## src/rtl/mchw_pkg.sv

```systemverilog
// Shared types and constants for the heartbeat watchdog table.
`timescale 1ns / 1ps
`default_nettype none

package mchw_pkg;

    localparam int FUNC_W      = 3;
    localparam int PID_W       = 22;
    localparam int CONN_W      = 8;
    localparam int CNT_W       = 8;
    localparam int ACT_W       = 3;
    localparam int TDATA_W     = 32;
    localparam int DEF_ENTRIES = 16;
    localparam int MAX_RESULTS = 16;
    localparam int RES_CNT_W   = $clog2(MAX_RESULTS + 1);
    localparam int QUEUE_DEPTH = 2;

    localparam logic [CNT_W-1:0] MAX_PINGS_RESET = CNT_W'(3);
    localparam logic [CNT_W-1:0] MISS_SAT        = {CNT_W{1'b1}};

    // Input function codes
    localparam logic [FUNC_W-1:0] FUNC_REGISTER = FUNC_W'(0);
    localparam logic [FUNC_W-1:0] FUNC_PONG     = FUNC_W'(1);
    localparam logic [FUNC_W-1:0] FUNC_DELETE   = FUNC_W'(2);
    localparam logic [FUNC_W-1:0] FUNC_TICK     = FUNC_W'(3);
    localparam logic [FUNC_W-1:0] FUNC_EXPIRE   = FUNC_W'(4);
    localparam logic [FUNC_W-1:0] FUNC_CLOSE    = FUNC_W'(5);

    typedef enum logic [ACT_W-1:0] {
        ACT_NONE  = 3'd0,
        ACT_PING  = 3'd1,
        ACT_ABORT = 3'd2,
        ACT_KILL  = 3'd3,
        ACT_FULL  = 3'd4
    } action_t;

    typedef enum logic [2:0] {
        OP_REG,
        OP_PONG,
        OP_DEL,
        OP_TICK,
        OP_EXPIRE,
        OP_CLOSE,
        OP_NOP
    } op_t;

    typedef enum logic [1:0] {
        BS_IDLE,
        BS_WALK,
        BS_FINISH
    } back_state_t;

    typedef struct packed {
        op_t               op;
        logic [PID_W-1:0]  pid;
        logic [CONN_W-1:0] conn;
    } cmd_t;

    typedef struct packed {
        logic              abort;
        logic [CNT_W-1:0]  miss;
        logic [CONN_W-1:0] conn;
        logic [PID_W-1:0]  pid;
    } slot_t;

    typedef struct packed {
        action_t           action;
        logic [PID_W-1:0]  pid;
        logic [CONN_W-1:0] conn;
    } result_t;

endpackage

`default_nettype wire

```

## src/rtl/mchw_ram.sv

```systemverilog
// Generic simple dual-port RAM with registered read.
`timescale 1ns / 1ps
`default_nettype none

module mchw_ram #(
    parameter int WIDTH = 8,
    parameter int DEPTH = 16,
    localparam int ADDR_W = (DEPTH > 1) ? $clog2(DEPTH) : 1
) (
    input  wire logic                     clk,
    input  wire logic                     we,
    input  wire logic [ADDR_W-1:0]        waddr,
    input  wire logic [WIDTH-1:0]         wdata,
    input  wire logic                     re,
    input  wire logic [ADDR_W-1:0]        raddr,
    output logic      [WIDTH-1:0]         rdata
);

    logic [WIDTH-1:0] mem_reg [DEPTH];
    logic [WIDTH-1:0] rdata_reg;

    always_ff @(posedge clk)
    begin
        if (we)
        begin
            mem_reg[waddr] <= wdata;
        end
        if (re)
        begin
            rdata_reg <= mem_reg[raddr];
        end
    end

    assign rdata = rdata_reg;

endmodule

`default_nettype wire

```

## src/rtl/mchw_front.sv

```systemverilog
// Front end: accepts requests, decodes the function and queues commands.
`timescale 1ns / 1ps
`default_nettype none

module mchw_front (
    input  wire logic                          clk,
    input  wire logic                          rst_n,
    input  wire logic                          s_valid,
    output logic                               s_ready,
    input  wire logic [mchw_pkg::FUNC_W-1:0]   s_func,
    input  wire logic [mchw_pkg::PID_W-1:0]    s_pid,
    input  wire logic [mchw_pkg::CONN_W-1:0]   s_conn,
    output logic                               cmd_valid,
    output mchw_pkg::cmd_t                     cmd,
    input  wire logic                          cmd_pop
);

    localparam int QD     = mchw_pkg::QUEUE_DEPTH;
    localparam int QPTR_W = (QD > 1) ? $clog2(QD) : 1;
    localparam int QCNT_W = $clog2(QD + 1);
    localparam logic [QPTR_W-1:0] QLAST = QPTR_W'(QD - 1);

    mchw_pkg::cmd_t    q_reg [QD];
    logic [QPTR_W-1:0] wr_ptr_reg, wr_ptr_next;
    logic [QPTR_W-1:0] rd_ptr_reg, rd_ptr_next;
    logic [QCNT_W-1:0] count_reg, count_next;
    mchw_pkg::op_t     op;
    logic              push;

    // Classify the function code; unused codes become a no-op
    always_comb
    begin
        unique case (s_func)
            mchw_pkg::FUNC_REGISTER: op = mchw_pkg::OP_REG;
            mchw_pkg::FUNC_PONG:     op = mchw_pkg::OP_PONG;
            mchw_pkg::FUNC_DELETE:   op = mchw_pkg::OP_DEL;
            mchw_pkg::FUNC_TICK:     op = mchw_pkg::OP_TICK;
            mchw_pkg::FUNC_EXPIRE:   op = mchw_pkg::OP_EXPIRE;
            mchw_pkg::FUNC_CLOSE:    op = mchw_pkg::OP_CLOSE;
            default:                 op = mchw_pkg::OP_NOP;
        endcase
    end

    assign s_ready   = (count_reg != QCNT_W'(QD));
    assign push      = s_valid && s_ready;
    assign cmd_valid = (count_reg != '0);
    assign cmd       = q_reg[rd_ptr_reg];

    always_comb
    begin
        wr_ptr_next = wr_ptr_reg;
        rd_ptr_next = rd_ptr_reg;
        count_next  = count_reg;
        if (push)
        begin
            wr_ptr_next = (wr_ptr_reg == QLAST) ? '0 : wr_ptr_reg + QPTR_W'(1);
        end
        if (cmd_pop)
        begin
            rd_ptr_next = (rd_ptr_reg == QLAST) ? '0 : rd_ptr_reg + QPTR_W'(1);
        end
        if (push && !cmd_pop)
        begin
            count_next = count_reg + QCNT_W'(1);
        end
        else if (!push && cmd_pop)
        begin
            count_next = count_reg - QCNT_W'(1);
        end
    end

    always_ff @(posedge clk or negedge rst_n)
    begin
        if (!rst_n)
        begin
            wr_ptr_reg <= '0;
            rd_ptr_reg <= '0;
            count_reg  <= '0;
        end
        else
        begin
            wr_ptr_reg <= wr_ptr_next;
            rd_ptr_reg <= rd_ptr_next;
            count_reg  <= count_next;
        end
    end

    always_ff @(posedge clk)
    begin
        if (push)
        begin
            q_reg[wr_ptr_reg] <= '{op: op, pid: s_pid, conn: s_conn};
        end
    end

endmodule

`default_nettype wire

```

## src/rtl/mchw_back.sv

```systemverilog
// Back end: walks the slot table for each command and emits results.
`timescale 1ns / 1ps
`default_nettype none

module mchw_back #(
    parameter int ENTRIES = mchw_pkg::DEF_ENTRIES
) (
    input  wire logic                             clk,
    input  wire logic                             rst_n,
    input  wire logic                             cmd_valid,
    input  wire mchw_pkg::cmd_t                   cmd,
    output logic                                  cmd_pop,
    input  wire logic [mchw_pkg::CNT_W-1:0]       max_pings,
    input  wire logic                             m_ready,
    output logic                                  m_valid,
    output mchw_pkg::result_t                     m_res,
    output logic                                  m_last,
    output logic [mchw_pkg::RES_CNT_W-1:0]        res_cnt
);

    localparam int IDX_W  = (ENTRIES > 1) ? $clog2(ENTRIES) : 1;
    localparam int SLOT_W = $bits(mchw_pkg::slot_t);
    localparam int RCW    = mchw_pkg::RES_CNT_W;
    localparam logic [IDX_W-1:0] LAST_IDX = IDX_W'(ENTRIES - 1);
    localparam logic [RCW-1:0]   RES_CAP  = RCW'(mchw_pkg::MAX_RESULTS);

    mchw_pkg::back_state_t state_reg, state_next;
    mchw_pkg::cmd_t        cmd_reg, cmd_next;
    logic [IDX_W-1:0]      idx_reg, idx_next;
    logic [ENTRIES-1:0]    valid_reg, valid_next;
    logic                  found_reg, found_next;
    logic                  free_found_reg, free_found_next;
    logic [IDX_W-1:0]      free_idx_reg, free_idx_next;
    logic                  pend_valid_reg, pend_valid_next;
    mchw_pkg::result_t     pend_reg, pend_next;
    logic [RCW-1:0]        res_cnt_reg, res_cnt_next;
    logic                  m_valid_reg, m_valid_next;
    mchw_pkg::result_t     m_res_reg, m_res_next;
    logic                  m_last_reg, m_last_next;

    logic                  ram_we, ram_re;
    logic [IDX_W-1:0]      ram_waddr, ram_raddr;
    mchw_pkg::slot_t       ram_wdata, rd_slot;
    logic [SLOT_W-1:0]     ram_rdata;

    // per-slot decode
    logic                  slot_v, pid_hit, conn_hit;
    logic [mchw_pkg::CNT_W-1:0] new_miss;
    logic                  act_hit, slot_wr, slot_clr;
    mchw_pkg::action_t     act_code;
    mchw_pkg::slot_t       slot_new;

    logic                  out_free, keep, stall;

    mchw_ram #(
        .WIDTH (SLOT_W),
        .DEPTH (ENTRIES)
    ) u_slot_ram (
        .clk   (clk),
        .we    (ram_we),
        .waddr (ram_waddr),
        .wdata (ram_wdata),
        .re    (ram_re),
        .raddr (ram_raddr),
        .rdata (ram_rdata)
    );

    assign rd_slot  = mchw_pkg::slot_t'(ram_rdata);
    assign slot_v   = valid_reg[idx_reg];
    assign pid_hit  = slot_v && (rd_slot.pid == cmd_reg.pid);
    assign conn_hit = slot_v && (rd_slot.conn == cmd_reg.conn);
    assign new_miss = (rd_slot.miss == mchw_pkg::MISS_SAT) ? rd_slot.miss
                                                          : rd_slot.miss + 8'd1;
    assign out_free = !m_valid_reg || m_ready;

    // What the current command does to the slot now on the RAM output
    always_comb
    begin
        act_hit  = 1'b0;
        act_code = mchw_pkg::ACT_NONE;
        slot_wr  = 1'b0;
        slot_clr = 1'b0;
        slot_new = rd_slot;
        unique case (cmd_reg.op)
            mchw_pkg::OP_PONG:
            begin
                if (pid_hit)
                begin
                    slot_wr       = 1'b1;
                    slot_new.miss = '0;
                end
            end
            mchw_pkg::OP_DEL:
            begin
                if (pid_hit)
                begin
                    slot_clr = 1'b1;
                    act_hit  = rd_slot.abort;
                    act_code = mchw_pkg::ACT_KILL;
                end
            end
            mchw_pkg::OP_TICK:
            begin
                if (slot_v)
                begin
                    slot_wr       = 1'b1;
                    slot_new.miss = new_miss;
                    if (new_miss == max_pings)
                    begin
                        act_hit        = !rd_slot.abort;
                        act_code       = mchw_pkg::ACT_ABORT;
                        slot_new.abort = 1'b1;
                    end
                    else
                    begin
                        act_hit  = 1'b1;
                        act_code = mchw_pkg::ACT_PING;
                    end
                end
            end
            mchw_pkg::OP_EXPIRE:
            begin
                if (pid_hit)
                begin
                    slot_clr = 1'b1;
                    act_hit  = 1'b1;
                    act_code = mchw_pkg::ACT_KILL;
                end
            end
            mchw_pkg::OP_CLOSE:
            begin
                if (conn_hit)
                begin
                    slot_clr = 1'b1;
                    act_hit  = 1'b1;
                    act_code = mchw_pkg::ACT_KILL;
                end
            end
            default:
            begin
            end
        endcase
    end

    // results beyond the cap are dropped; state updates still happen
    assign keep  = act_hit && (res_cnt_reg < RES_CAP);
    assign stall = (state_reg == mchw_pkg::BS_WALK) && keep && pend_valid_reg && !out_free;

    // next state
    always_comb
    begin
        state_next = state_reg;
        unique case (state_reg)
            mchw_pkg::BS_IDLE:
            begin
                if (cmd_valid)
                begin
                    state_next = mchw_pkg::BS_WALK;
                end
            end
            mchw_pkg::BS_WALK:
            begin
                if (!stall && idx_reg == LAST_IDX)
                begin
                    state_next = mchw_pkg::BS_FINISH;
                end
            end
            mchw_pkg::BS_FINISH:
            begin
                if (out_free)
                begin
                    state_next = mchw_pkg::BS_IDLE;
                end
            end
            default:
            begin
                state_next = mchw_pkg::BS_IDLE;
            end
        endcase
    end

    // datapath and outputs
    always_comb
    begin
        cmd_next        = cmd_reg;
        idx_next        = idx_reg;
        valid_next      = valid_reg;
        found_next      = found_reg;
        free_found_next = free_found_reg;
        free_idx_next   = free_idx_reg;
        pend_valid_next = pend_valid_reg;
        pend_next       = pend_reg;
        res_cnt_next    = res_cnt_reg;
        m_valid_next    = m_valid_reg && !m_ready;
        m_res_next      = m_res_reg;
        m_last_next     = m_last_reg;
        cmd_pop         = 1'b0;
        ram_re          = 1'b0;
        ram_raddr       = idx_reg + IDX_W'(1);
        ram_we          = 1'b0;
        ram_waddr       = idx_reg;
        ram_wdata       = slot_new;

        unique case (state_reg)
            mchw_pkg::BS_IDLE:
            begin
                if (cmd_valid)
                begin
                    cmd_pop         = 1'b1;
                    cmd_next        = cmd;
                    idx_next        = '0;
                    ram_re          = 1'b1;
                    ram_raddr       = '0;
                    found_next      = 1'b0;
                    free_found_next = 1'b0;
                    pend_valid_next = 1'b0;
                    res_cnt_next    = '0;
                end
            end
            mchw_pkg::BS_WALK:
            begin
                if (!stall)
                begin
                    if (keep)
                    begin
                        if (pend_valid_reg)
                        begin
                            m_valid_next = 1'b1;
                            m_res_next   = pend_reg;
                            m_last_next  = 1'b0;
                        end
                        pend_valid_next = 1'b1;
                        pend_next       = '{action: act_code, pid: rd_slot.pid,
                                            conn: rd_slot.conn};
                        res_cnt_next    = res_cnt_reg + RCW'(1);
                    end
                    ram_we = slot_wr;
                    if (slot_clr)
                    begin
                        valid_next[idx_reg] = 1'b0;
                    end
                    if (cmd_reg.op == mchw_pkg::OP_REG)
                    begin
                        if (pid_hit)
                        begin
                            found_next = 1'b1;
                        end
                        if (!slot_v && !free_found_reg)
                        begin
                            free_found_next = 1'b1;
                            free_idx_next   = idx_reg;
                        end
                    end
                    if (idx_reg != LAST_IDX)
                    begin
                        idx_next = idx_reg + IDX_W'(1);
                        ram_re   = 1'b1;
                    end
                end
            end
            mchw_pkg::BS_FINISH:
            begin
                if (out_free)
                begin
                    m_valid_next = 1'b1;
                    m_last_next  = 1'b1;
                    if (pend_valid_reg)
                    begin
                        m_res_next = pend_reg;
                    end
                    else if (cmd_reg.op == mchw_pkg::OP_REG && !found_reg && !free_found_reg)
                    begin
                        m_res_next = '{action: mchw_pkg::ACT_FULL, pid: cmd_reg.pid,
                                       conn: cmd_reg.conn};
                    end
                    else
                    begin
                        m_res_next = '{action: mchw_pkg::ACT_NONE, pid: '0, conn: '0};
                    end
                    if (cmd_reg.op == mchw_pkg::OP_REG && !found_reg && free_found_reg)
                    begin
                        ram_we    = 1'b1;
                        ram_waddr = free_idx_reg;
                        ram_wdata = '{abort: 1'b0, miss: '0, conn: cmd_reg.conn,
                                      pid: cmd_reg.pid};
                        valid_next[free_idx_reg] = 1'b1;
                    end
                    pend_valid_next = 1'b0;
                end
            end
            default:
            begin
            end
        endcase
    end

    always_ff @(posedge clk or negedge rst_n)
    begin
        if (!rst_n)
        begin
            state_reg       <= mchw_pkg::BS_IDLE;
            valid_reg       <= '0;
            pend_valid_reg  <= 1'b0;
            res_cnt_reg     <= '0;
            m_valid_reg     <= 1'b0;
        end
        else
        begin
            state_reg       <= state_next;
            valid_reg       <= valid_next;
            pend_valid_reg  <= pend_valid_next;
            res_cnt_reg     <= res_cnt_next;
            m_valid_reg     <= m_valid_next;
        end
    end

    always_ff @(posedge clk)
    begin
        cmd_reg        <= cmd_next;
        idx_reg        <= idx_next;
        found_reg      <= found_next;
        free_found_reg <= free_found_next;
        free_idx_reg   <= free_idx_next;
        pend_reg       <= pend_next;
        m_res_reg      <= m_res_next;
        m_last_reg     <= m_last_next;
    end

    assign m_valid = m_valid_reg;
    assign m_res   = m_res_reg;
    assign m_last  = m_last_reg;
    assign res_cnt = res_cnt_reg;

endmodule

`default_nettype wire

```

## src/rtl/multi_client_heartbeat_watchdog.sv

```systemverilog
// Top level of the heartbeat watchdog table: ports, config register, front and back.
`timescale 1ns / 1ps
`default_nettype none

// Heartbeat watchdog table for up to ENTRIES watched clients. Each request
// carries a function (register, pong, delete, tick, grace expiry, connection
// closed) in s_axis_tuser and a process id and connection id in s_axis_tdata.
// The front end decodes requests into a two-deep command queue, so up to two
// requests are taken while the back end is busy. The back end walks every
// slot of the table once per command, one slot a cycle unless the result
// side stalls, through the single read port of the slot RAM. Results of one
// request come out in slot order; the last one carries m_axis_tlast, and a
// request with no action gives a single "none" result. At most sixteen
// results are delivered per request; further actions are dropped but their
// table updates still happen. max_pings is written through cfg_we/cfg_wdata
// and resets to 3; write it only while no request is in flight. The valid
// bits reset at once, so there is no clearing pass after reset.
module multi_client_heartbeat_watchdog #(
    parameter int ENTRIES = mchw_pkg::DEF_ENTRIES
) (
    input  wire logic                            clk,
    input  wire logic                            rst_n,
    // request side
    input  wire logic                            s_axis_tvalid,
    output logic                                 s_axis_tready,
    // [21:0] proc_id, [29:22] conn_id, [31:30] zero
    input  wire logic [mchw_pkg::TDATA_W-1:0]    s_axis_tdata,
    // [2:0] func
    input  wire logic [mchw_pkg::FUNC_W-1:0]     s_axis_tuser,
    // result side
    output logic                                 m_axis_tvalid,
    input  wire logic                            m_axis_tready,
    // [21:0] out_proc_id, [29:22] out_conn_id, [31:30] zero
    output logic [mchw_pkg::TDATA_W-1:0]         m_axis_tdata,
    // [2:0] action
    output logic [mchw_pkg::ACT_W-1:0]           m_axis_tuser,
    output logic                                 m_axis_tlast,
    // configuration: max_pings
    input  wire logic                            cfg_we,
    input  wire logic [mchw_pkg::CNT_W-1:0]      cfg_wdata
);

    localparam int PID_W  = mchw_pkg::PID_W;
    localparam int CONN_W = mchw_pkg::CONN_W;
    localparam int PAD_W  = mchw_pkg::TDATA_W - PID_W - CONN_W;

    logic [mchw_pkg::CNT_W-1:0]     max_pings_reg, max_pings_next;
    logic                           cmd_valid;
    mchw_pkg::cmd_t                 cmd;
    logic                           cmd_pop;
    logic                           res_valid;
    mchw_pkg::result_t              res;
    logic                           res_last;
    logic [mchw_pkg::RES_CNT_W-1:0] res_cnt;

    // max_pings register
    assign max_pings_next = cfg_we ? cfg_wdata : max_pings_reg;

    always_ff @(posedge clk or negedge rst_n)
    begin
        if (!rst_n)
        begin
            max_pings_reg <= mchw_pkg::MAX_PINGS_RESET;
        end
        else
        begin
            max_pings_reg <= max_pings_next;
        end
    end

    mchw_front u_front (
        .clk       (clk),
        .rst_n     (rst_n),
        .s_valid   (s_axis_tvalid),
        .s_ready   (s_axis_tready),
        .s_func    (s_axis_tuser),
        .s_pid     (s_axis_tdata[PID_W-1:0]),
        .s_conn    (s_axis_tdata[PID_W+CONN_W-1:PID_W]),
        .cmd_valid (cmd_valid),
        .cmd       (cmd),
        .cmd_pop   (cmd_pop)
    );

    mchw_back #(
        .ENTRIES (ENTRIES)
    ) u_back (
        .clk       (clk),
        .rst_n     (rst_n),
        .cmd_valid (cmd_valid),
        .cmd       (cmd),
        .cmd_pop   (cmd_pop),
        .max_pings (max_pings_reg),
        .m_ready   (m_axis_tready),
        .m_valid   (res_valid),
        .m_res     (res),
        .m_last    (res_last),
        .res_cnt   (res_cnt)
    );

    // result packing
    assign m_axis_tvalid = res_valid;
    assign m_axis_tdata  = {{PAD_W{1'b0}}, res.conn, res.pid};
    assign m_axis_tuser  = res.action;
    assign m_axis_tlast  = res_last;

`ifndef SYNTH
    // "none" and "full" results always stand alone, so anything not last
    // must be a per-slot action
    a_mid_result_is_slot_action: assert property (
        @(posedge clk) disable iff (!rst_n)
        (m_axis_tvalid && !m_axis_tlast) |->
            (m_axis_tuser == mchw_pkg::ACT_PING || m_axis_tuser == mchw_pkg::ACT_ABORT ||
             m_axis_tuser == mchw_pkg::ACT_KILL)
    ) else $error("non-final result with a request-level action");

    // result count never passes the per-request cap
    a_result_cap: assert property (
        @(posedge clk) disable iff (!rst_n)
        res_cnt <= mchw_pkg::RES_CNT_W'(mchw_pkg::MAX_RESULTS)
    ) else $error("result count beyond cap");

    // a command is only popped while the queue is non-empty
    a_pop_only_valid: assert property (
        @(posedge clk) disable iff (!rst_n)
        cmd_pop |-> cmd_valid
    ) else $error("command popped from empty queue");
`endif

endmodule

`default_nettype wire
```

## config.mk

```make
export PLATFORM = sky130hd
export DESIGN_NAME = multi_client_heartbeat_watchdog
export DESIGN_NICKNAME = d
export VERILOG_FILES = /design/src/rtl/mchw_pkg.sv /design/src/rtl/mchw_ram.sv /design/src/rtl/mchw_front.sv /design/src/rtl/mchw_back.sv /design/src/rtl/multi_client_heartbeat_watchdog.sv
export SDC_FILE = /design/constraint.sdc
export NUM_CORES = 1
export LEC_CHECK = 0
export BUFFER_PORTS_ARGS = -buffer_cell sky130_fd_sc_hd__buf_2
export CAP_MARGIN = 20
export CORE_ASPECT_RATIO = 0.8
export CORE_MARGIN = 2
export CORE_UTILIZATION = 45
export CTS_CLUSTER_SIZE = 8
export DETAILED_ROUTE_END_ITERATION = 6
export GPL_TIMING_DRIVEN = 1
export PLACE_DENSITY_LB_ADDON = 0.25
export SYNTH_ARGS = -nofsm -noshare
export SYNTH_HDL_FRONTEND = slang
export SYNTH_HIERARCHICAL = 1
export SYNTH_SLANG_ARGS = --single-unit
```

## constraint.sdc

```tcl
create_clock -name clk -period 8.2 [get_ports clk]
set_input_delay 0.82 -clock clk [delete_from_list [all_inputs] [get_ports clk]]
set_output_delay 0.82 -clock clk [all_outputs]
set_load 0.01 [all_outputs]
```

# Yosys cells after proc, flatten, opt, wreduce, memory -nomap -nowiden
# Memory sizes are Yosys's and may differ from the RTL's. A register that Yosys moved wholly into a read port is not among the register bits.
# Cells that the tools add are included.
# op_classes
addsub,7
magnitude_cmp,5
n_eq_ne,31
mux,99
bitwise_logic,4
reduce_logical,48
# op_table
operator,count
$mux 33,6
$mux 39,3
$pmux 33 s2,1
$mux 16,4
$mux 1,42
$mux 4,8
$pmux 16 s2,1
$reduce_and 5->1,5
$eq 22x22->1,1
$mux 2,9
$pmux 3 s6,1
$logic_and 1x1->1,17
$and 16x16->16,1
$eq 8x8->1,2
$mux 8,2
$not 16->16,1
$or 16x16->16,1
$pmux 1 s2,8
$pmux 8 s2,1
$mux 5,3
$ne 2x2->1 const B,7
$eq 3x2->1 const B,4
$eq 3x3->1 const B,4
$ne 2x1->1 const B,6
other kinds (35),56
# totals
ff_bits,114
ram_bits,690
out_inout_bits,38
memories,2
# mem_list
name,depth,word_bits,read_ports,rd_clocked_by_memory_dff,write_ports,line,source
u_back.u_slot_ram.mem_reg,16,39,1,1,1,mchw_ram.sv:19,logic [WIDTH-1:0] mem_reg [DEPTH];
u_front.q_reg,2,33,1,1,1,mchw_front.sv:23,mchw_pkg::cmd_t q_reg [QD];

# Depth between registers and ports, before layout
# Gate-level depths: netlist of run 1.
# depth
ltp_word,14
ltp_mapped,13
mapped_depth_nobuf,11

# By module
# The synthesis of run 1 kept the hierarchy.
# by_module_without_submodules
mod,n_inst,cells_each,area_each_um2
mchw_ram,1,1014,24576.1
mchw_back,1,671,7131.8
mchw_front,1,124,2742.6
multi_client_heartbeat_watchdog,1,20,352.8

# Least setup slack after synthesis of run 1
# OpenSTA, ideal clock, no wires.
# synth_path
path_type,register to register
from,"register u_back.u_slot_ram.rdata_reg[30] (netlist: u_back/u_slot_ram/rdata[30]), read port of u_back.u_slot_ram.mem_reg"
to,memory u_back/u_slot_ram/mem_reg[0][0] (netlist bit) (enable)
arrival_ns,6.268
required_time_ns,7.716
path_slack_ns,1.448
path_stages_with_launch,14
n_path_buf,2
period_less_slack_ns,6.752
cell_sequence,edfxtp_1 -> ha_1 -> buf_2 -> and3_1 -> buf_2 -> nand2_1 -> o221ai_1 -> or4b_1 -> or4_1 -> a31oi_1 -> nand2_1 -> a21oi_1 -> or3b_2 -> nor3_1
# synth_via
elab_chain_cells,14
word_cells_on_any_way,15
classes_between,add/sub: 1; eq/ne: 2; mux: 8; reduce/logical: 4
# synth_rtl
element,line,source
start: declaration,mchw_ram.sv:20,logic [WIDTH-1:0] rdata_reg;
$add 8x1->8 or $eq 8x8->1 (tied branches),"mchw_back.sv:73, mchw_back.sv:72",
$mux 8 *,mchw_back.sv:72,assign new_miss = (rd_slot.miss == mchw_pkg::MISS_SAT) ? rd_slot.miss
$eq 8x8->1 *,mchw_back.sv:108,if (new_miss == max_pings)
$mux 1 *,mchw_back.sv:108,
$mux 1 *,mchw_back.sv:104,if (slot_v)
$pmux 1 s4 *,mchw_back.sv:84,unique case (cmd_reg.op)
$logic_and 1x1->1 *,mchw_back.sv:146,assign keep = act_hit && (res_cnt_reg < RES_CAP);
$logic_and 1x1->1 * (3 in a row),mchw_back.sv:147,assign stall = (state_reg == mchw_pkg::BS_WALK) && keep && pend_valid_reg && !out_free;
$mux 1 *,mchw_back.sv:222,if (!stall)
$pmux 1 s2 *,mchw_back.sv:204,unique case (state_reg)
net u_back.ram_we,mchw_back.sv:41,"logic ram_we, ram_re;"
$mux 1 *,mchw_ram.sv:24,if (we)
$mux 1 (not written as such) *,mchw_ram.sv:26,mem_reg[waddr] <= wdata;
end: declaration,mchw_ram.sv:19,
# The timed path passes the listed nets; every way through them passes the cells marked *.

# Worst setup path after layout of run 1
# layout_path
from,"register u_back.u_slot_ram.rdata_reg[30] (netlist: u_back/u_slot_ram/rdata[30]), read port of u_back.u_slot_ram.mem_reg"
to,memory u_back/u_slot_ram/mem_reg[10][22] (netlist bit) (enable)
# Same word-level chain as after synthesis.

==> results of run 1 <==
## final cells by class
| cell class | count | area share (%) |
|---|---|---|
| repair buffers | 127 | 2.06 |
| inverters | 16 | 0.151 |
| flip-flops and latches | 875 | 65.7 |
| clock inverters | 8 | 0.460 |
| multi-input cells | 840 | 20.9 |
| clock buffers | 127 | 7.57 |
| well taps | 1023 | 3.22 |
## critical path, cell delays in order, from the launching register on
cell	delay, ns
edfxtp_1	0.51
ha_1	0.40
and3_1	0.37
nand2_1	0.20
o221ai_1	0.14
or4b_1	0.46
or4_1	0.64
a31oi_1	0.54
nand2_1	0.22
a21oi_1	0.44
nand3b_1	0.38
nor2_4	0.94
buf_4	0.53
## metrics by stage
| step | hold WS [ns] | utilization (%) | total power [uW] | cell area, um^2 |
|---|---|---|---|---|
| after floorplan | 0.424 | - | 9770 | 34800 |
| after global placement | 0.475 | 47.4 | 11100 | 36400 |
| after detailed placement | 0.478 | 47.4 | 11200 | 36500 |
| after CTS | 0.273 | 51.6 | 15500 | 39600 |
| after global routing | 0.280 | 51.7 | 16100 | 39700 |
| final | 0.284 | 51.7 | 15400 | 39700 |
## cells in the final DEF, fill, tap and decap left out, drive strengths merged, types with 17 or more instances in the layout
cell type / n
mux2: 42
nor2: 46
a31oi: 20
buf: 127
a21oi: 31
dfrtp: 35
nand3: 23
a22o: 30
edfxtp: 838
inv: 17
a22oi: 80
xnor2: 25
xor2: 20
clkbuf: 127
nand2: 162
nor2b: 18
mux4: 161
nand2b: 18
## power by group
group	total, uW	switching [uW]	internal [uW]
registers	6440	422	6020
logic	4660	2780	1880
clock network	4280	1730	2550
total	15400	4930	10500
## worst paths after layout
check	from	to	slack (ns)	depth (start not counted)
min reg2reg	u_front/count_reg[1]	u_front/count_reg[1]	0.49	1
min	rst_n	u_back/res_cnt[2]	0.28	1
max	u_back/u_slot_ram/rdata[30]	u_back/u_slot_ram/mem_reg[10][22]	2.04	12
min in group clk	s_axis_tdata[23]	u_front/q_reg[1][1]	0.31	1
max in group asynchronous	rst_n	u_front/rd_ptr_reg	7.33	1
max reg2reg	u_back/u_slot_ram/rdata[30]	u_back/u_slot_ram/mem_reg[10][22]	2.04	12
## per-layer routing
| metal | vias up | GRT usage (%) |
|---|---|---|
| li1 | 7649 | - |
| met1 | 9410 | 28.5 |
| met2 | 685 | 31.9 |
| met3 | 115 | 3.86 |
| met4 | 0 | 5.71 |
| met5 | - | 0 |
## cells by family (layout without fill, tap and decap cells)
| logic type | Yosys count | in the layout |
|---|---|---|
| flops | 875 | 875 |
| fa+ha+maj | 12 | 12 |
| compound gates | 216 | 216 |
| simple gates | 359 | 359 |
| xor+xnor | 45 | 45 |
| mux | 206 | 206 |
| buf+inv | 115 | 278 |
| other cells | 1 | 2 |
==> flow_summary_export.csv, run 1 <==
group,metric,value,unit
clock_tree,cts_hold_buf,0,
placed_design,dp_hpwl,45700,um
clock_tree,htree_levels,3,
synthesis,synth_top_area_share,72.3,%
floorplanning,core_area,76900,um^2
detailed_routing,drt_first_pass_iters,5,
timing,worst_pin_slew,1.12,ns
clock_tree,cts_resized,0,
timing,finalHoldViolCount,0,
worst_setup_path,worstPathArrival,6.47,ns
timing,fin_crit_sh,75.1,%
synthesis,synth_warnings,6,
synthesis,synth_top_cell_by_area,"edfxtp_1",
detailed_routing,wl_met3,5560,um
timing,finalSetupViolCount,0,
timing,max_slew_margin,24.5,%
worst_setup_path,worstSetupPathType,"flop to flop",
worst_setup_path,critPathMaxFanout,22,
worst_setup_path,cp_data_required_time,8.51,ns
clock_tree,cts_root_buffer,"clkbuf_16",
detailed_routing,met2_length,38000,um
floorplanning,initial_core_util,45.3,%
detailed_routing,wl_met1,33800,um
timing,rsz0062_at_grt,"no",
synthesis,synth_edf_count,838,
timing,drv_slew,0,
clock_tree,cts.sinks,875,
cells_and_area,nNetsFinal,2038,
detailed_routing,route.vias.total,17900,
pwr,power.density,387,nW/um^2
clock_tree,path_clk_slew,0.06,ns
grt,grt_max_degree,74,
clock_tree,cts_buffers,119,
synthesis,syn_area,34800,um^2
cells_and_area,largest_reg_flops,624,
timing,min_period,6.16,ns
worst_setup_path,start_kind,"flop",
placed_design,port-buffer-count,81,
floorplanning,die_w,315,um
cells_and_area,area_growth,14.2,%
timing,fmax,0.162,GHz
floorplanning,io_pins,86,
placed_design,dp.cells,2876,
worst_setup_path,worstSetupEndpointType,"flop",
synthesis,synth_top_family_by_area,"multiplexers",
detailed_routing,via_per_inst,5.92,
detailed_routing,top_layer_used,"met4",
clock_tree,worstSkewPairLatency,0.70,ns
synthesis,synth_compound_area_share,4.48,%
synthesis,synth_most_common_cell,"edfxtp_1",
synthesis,synth_cell_types,67,
synthesis,synthArstFlopShare,4.23,%
synthesis,syn_area_per_cell,19.0,um^2
cells_and_area,drive_gt1_share,25.0,%
cells_and_area,seqCellArea,26100,um^2
cells_and_area,multi_input_area,8290,um^2
placed_design,pre_cts_slack,2.09,ns
run,maxCapViolations,0,
synthesis,synth_common_cells,"838 x edfxtp_1, 162 x nand2_1, 161 x mux4_2, 80 x a22oi_1, 50 x clkbuf_1",
grt,antenna_found_initial,1,
timing,fin_ws,2.04,ns
timing,skew,0.0618,ns
synthesis,yosysSeqAreaShare,75.0,%
floorplanning,dieHeight,253,um
clock_tree,postCtsSetupBuffers,0,
grt,grt_pass1_wl,118000,um
detailed_routing,detail_route.wl_per_cell,26.3,um
synthesis,synth.area.mux_share,12.3,%
synthesis,ys.flop_type,"edfxtp_1",
floorplanning,die_area,79600,um^2
detailed_routing,ant_nets,0,
cells_and_area,stdcell_count,3016,
placed_design,gp_congestion,0.842,
cells_and_area,antenna_cells,0,
clock_tree,cts_tree,"built",
detailed_routing,drt_iter0_markers,2224,
detailed_routing,wl,79200,um
cells_and_area,fillers,5999,
min_path,hold_class,"primary input to async pin",
grt,grt_pass1_vias,18300,
grt,grtUsageTotal,20.1,%
synthesis,synth_fa_ha_area_share,0.424,%
synthesis,synthesis.instances,1829,
floorplanning,num_rows,91,
grt,gr-total-overflow,0,
detailed_routing,drc,0,
synthesis,synth_xor_area_share,1.13,%
synthesis,ys_top_cells_by_area,"edfxtp_1 72%, mux4_2 10%, dfrtp_1 2.5%",
pwr,peakVddDrop,305,uV
pwr,p_leak,0.0130,uW
outcome,outcome,"finished clean",
synthesis,synth-simple-area-share,4.96,%
clock_tree,clock_path_buffers,3,
timing,finalSetupTns,0,ns
synthesis,ys_ff_latch,875,
No activity file was read; power rests on OpenSTA's default activity.
==> inputs of run 2 (changes only) <==
clock period = 5.6 ns   (was 8.2 ns; I/O delays follow)
==> flow_summary_export.csv, run 2 (same netlist as run 1, synthesis figures left out) <==
group,metric,value,unit
timing,skew,0.0513,ns
clock_tree,htree_levels,3,
cells_and_area,antenna_cells,0,
cells_and_area,final_util,52.1,%
timing,finalSetupViolCount,0,
grt,grt_pass1_wl,116000,um
worst_setup_path,worstPathArrival,5.56,ns
cells_and_area,fillers,6015,
floorplanning,io_pins,86,
pwr,peakVddDrop,338,uV
cells_and_area,nNetsFinal,2058,
timing,finalHoldViolCount,0,
grt,gr-total-overflow,0,
clock_tree,cts_buffers,119,
floorplanning,num_rows,91,
clock_tree,cts.sinks,875,
grt,antenna_found_initial,1,
floorplanning,die_w,315,um
timing,rsz0062_at_grt,"no",
timing,finalSetupTns,0,ns
placed_design,dp_hpwl,47200,um
timing,drv_slew,0,
worst_setup_path,worstSetupEndpointType,"flop",
timing,finalHoldWorstSlack,0.0601,ns
placed_design,port-buffer-count,81,
floorplanning,core_area,76900,um^2
floorplanning,initial_core_util,45.3,%
cells_and_area,final_cell_area,40100,um^2
clock_tree,clock_path_buffers,3,
grt,grt_max_degree,62,
cells_and_area,area_growth,15.1,%
cells_and_area,final_common_cell,"edfxtp_1",
grt,grtUsageTotal,19.7,%
detailed_routing,drt_iter0_markers,2145,
detailed_routing,detail_route.wl_per_cell,25.4,um
clock_tree,worstSkewPairLatency,0.69,ns
pwr,power.density,565,nW/um^2
worst_setup_path,critPathMaxFanout,22,
cells_and_area,largest_reg_flops,624,
min_path,hold_class,"primary input to flop",
outcome,outcome,"finished clean",
timing,fmax,0.191,GHz
detailed_routing,drt_first_pass_iters,5,
detailed_routing,wl,77500,um
run,maxCapViolations,0,
timing,fin_crit_sh,93.6,%
cells_and_area,drive_gt1_share,25.5,%
clock_tree,cts_tree,"built",
detailed_routing,drc,0,
timing,max_slew_margin,22.0,%
timing,worst_pin_slew,1.16,ns
worst_setup_path,cp_data_required_time,5.92,ns
clock_tree,cts_resized,0,
worst_setup_path,start_kind,"flop",
clock_tree,path_clk_slew,0.05,ns
cells_and_area,layout.cells.most_common_list,"838 x edfxtp_1, 162 x nand2_1, 161 x mux4_2",
grt,grt_pass1_vias,18200,
placed_design,gp_congestion,0.888,
detailed_routing,via_per_inst,5.89,
pwr,p_leak,0.0132,uW
floorplanning,die_area,79600,um^2
clock_tree,cts_root_buffer,"clkbuf_16",
detailed_routing,ant_nets,0,
floorplanning,dieHeight,253,um
timing,min_period,5.24,ns
placed_design,dpl-instance-area,36800,um^2
detailed_routing,route.vias.total,17900,
worst_setup_path,worstSetupPathType,"flop to flop",
-- run 2: path summary, 6_finish.rpt --
path / startpoint / end / slack, ns / cells past startpoint
worst max-delay path: u_back/u_slot_ram/rdata[30] / u_back/u_slot_ram/mem_reg[3][12] / 0.36 / 12
max in group asynchronous: rst_n / u_front/rd_ptr_reg / 4.47 / 2
min in group asynchronous: rst_n / u_front/count_reg[0] / 0.55 / 2
worst min-delay path: s_axis_tdata[13] / u_front/q_reg[0][21] / 0.06 / 1
worst min register to register: u_front/count_reg[1] / u_front/count_reg[1] / 0.48 / 1
worst max register to register: u_back/u_slot_ram/rdata[30] / u_back/u_slot_ram/mem_reg[3][12] / 0.36 / 12
-- run 2: per-stage QoR --
stage	power (uW)	cells	setup slack (ns)
after global placement	16300	2894	0.483
after global routing	23700	3049	0.175
after CTS	22800	3043	0.482
after floorplan	14300	1830	-0.0978
final	22600	3049	0.358
after detailed placement	16500	2894	0.517
-- run 2: critical path: stages (launching register included) --
cell and delay, ns:
edfxtp_1 0.49, ha_1 0.40, and3_1 0.37, nand2_1 0.20, o221ai_1 0.14, or4b_1 0.47
or4_1 0.61, a31oi_1 0.29, nand2_1 0.15, a21oi_1 0.58, or3b_2 0.63, nor2_4 0.13
buf_4 0.40
-- run 2: layer usage --
metal	GRT usage (%)	wire length, um
met5	0	0
met3	3.61	5070
met4	4.80	1280
met1	28.9	34200
met2	30.7	36900
-- run 2: power breakdown --
part | internal, uW | leakage [uW] | total [uW] | switching [uW]
Clock | 3790 | 0.00156 | 6290 | 2500
Combinational | 2820 | 0.00352 | 6950 | 4130
Sequential | 8810 | 0.00811 | 9380 | 569
Total | 15400 | 0.0132 | 22600 | 7200
-- run 2: what timing repair did --
item,4_1_cts,5_1_grt
endpoints found under the hold margin,1,0
buffers inserted,0,0
hold buffers,1,0
-- run 2: layout make-up --
| cell class | count | area, um^2 | share of cell area [%] |
|---|---|---|---|
| multi-input cells | 840 | 8320 | 20.8 |
| clock buffers | 141 | 3080 | 7.69 |
| well taps | 1023 | 1280 | 3.20 |
| flip-flops and latches | 875 | 26100 | 65.1 |
| clock inverters | 7 | 113 | 0.281 |
| inverters | 16 | 60.1 | 0.150 |
| repair buffers | 147 | 1110 | 2.77 |
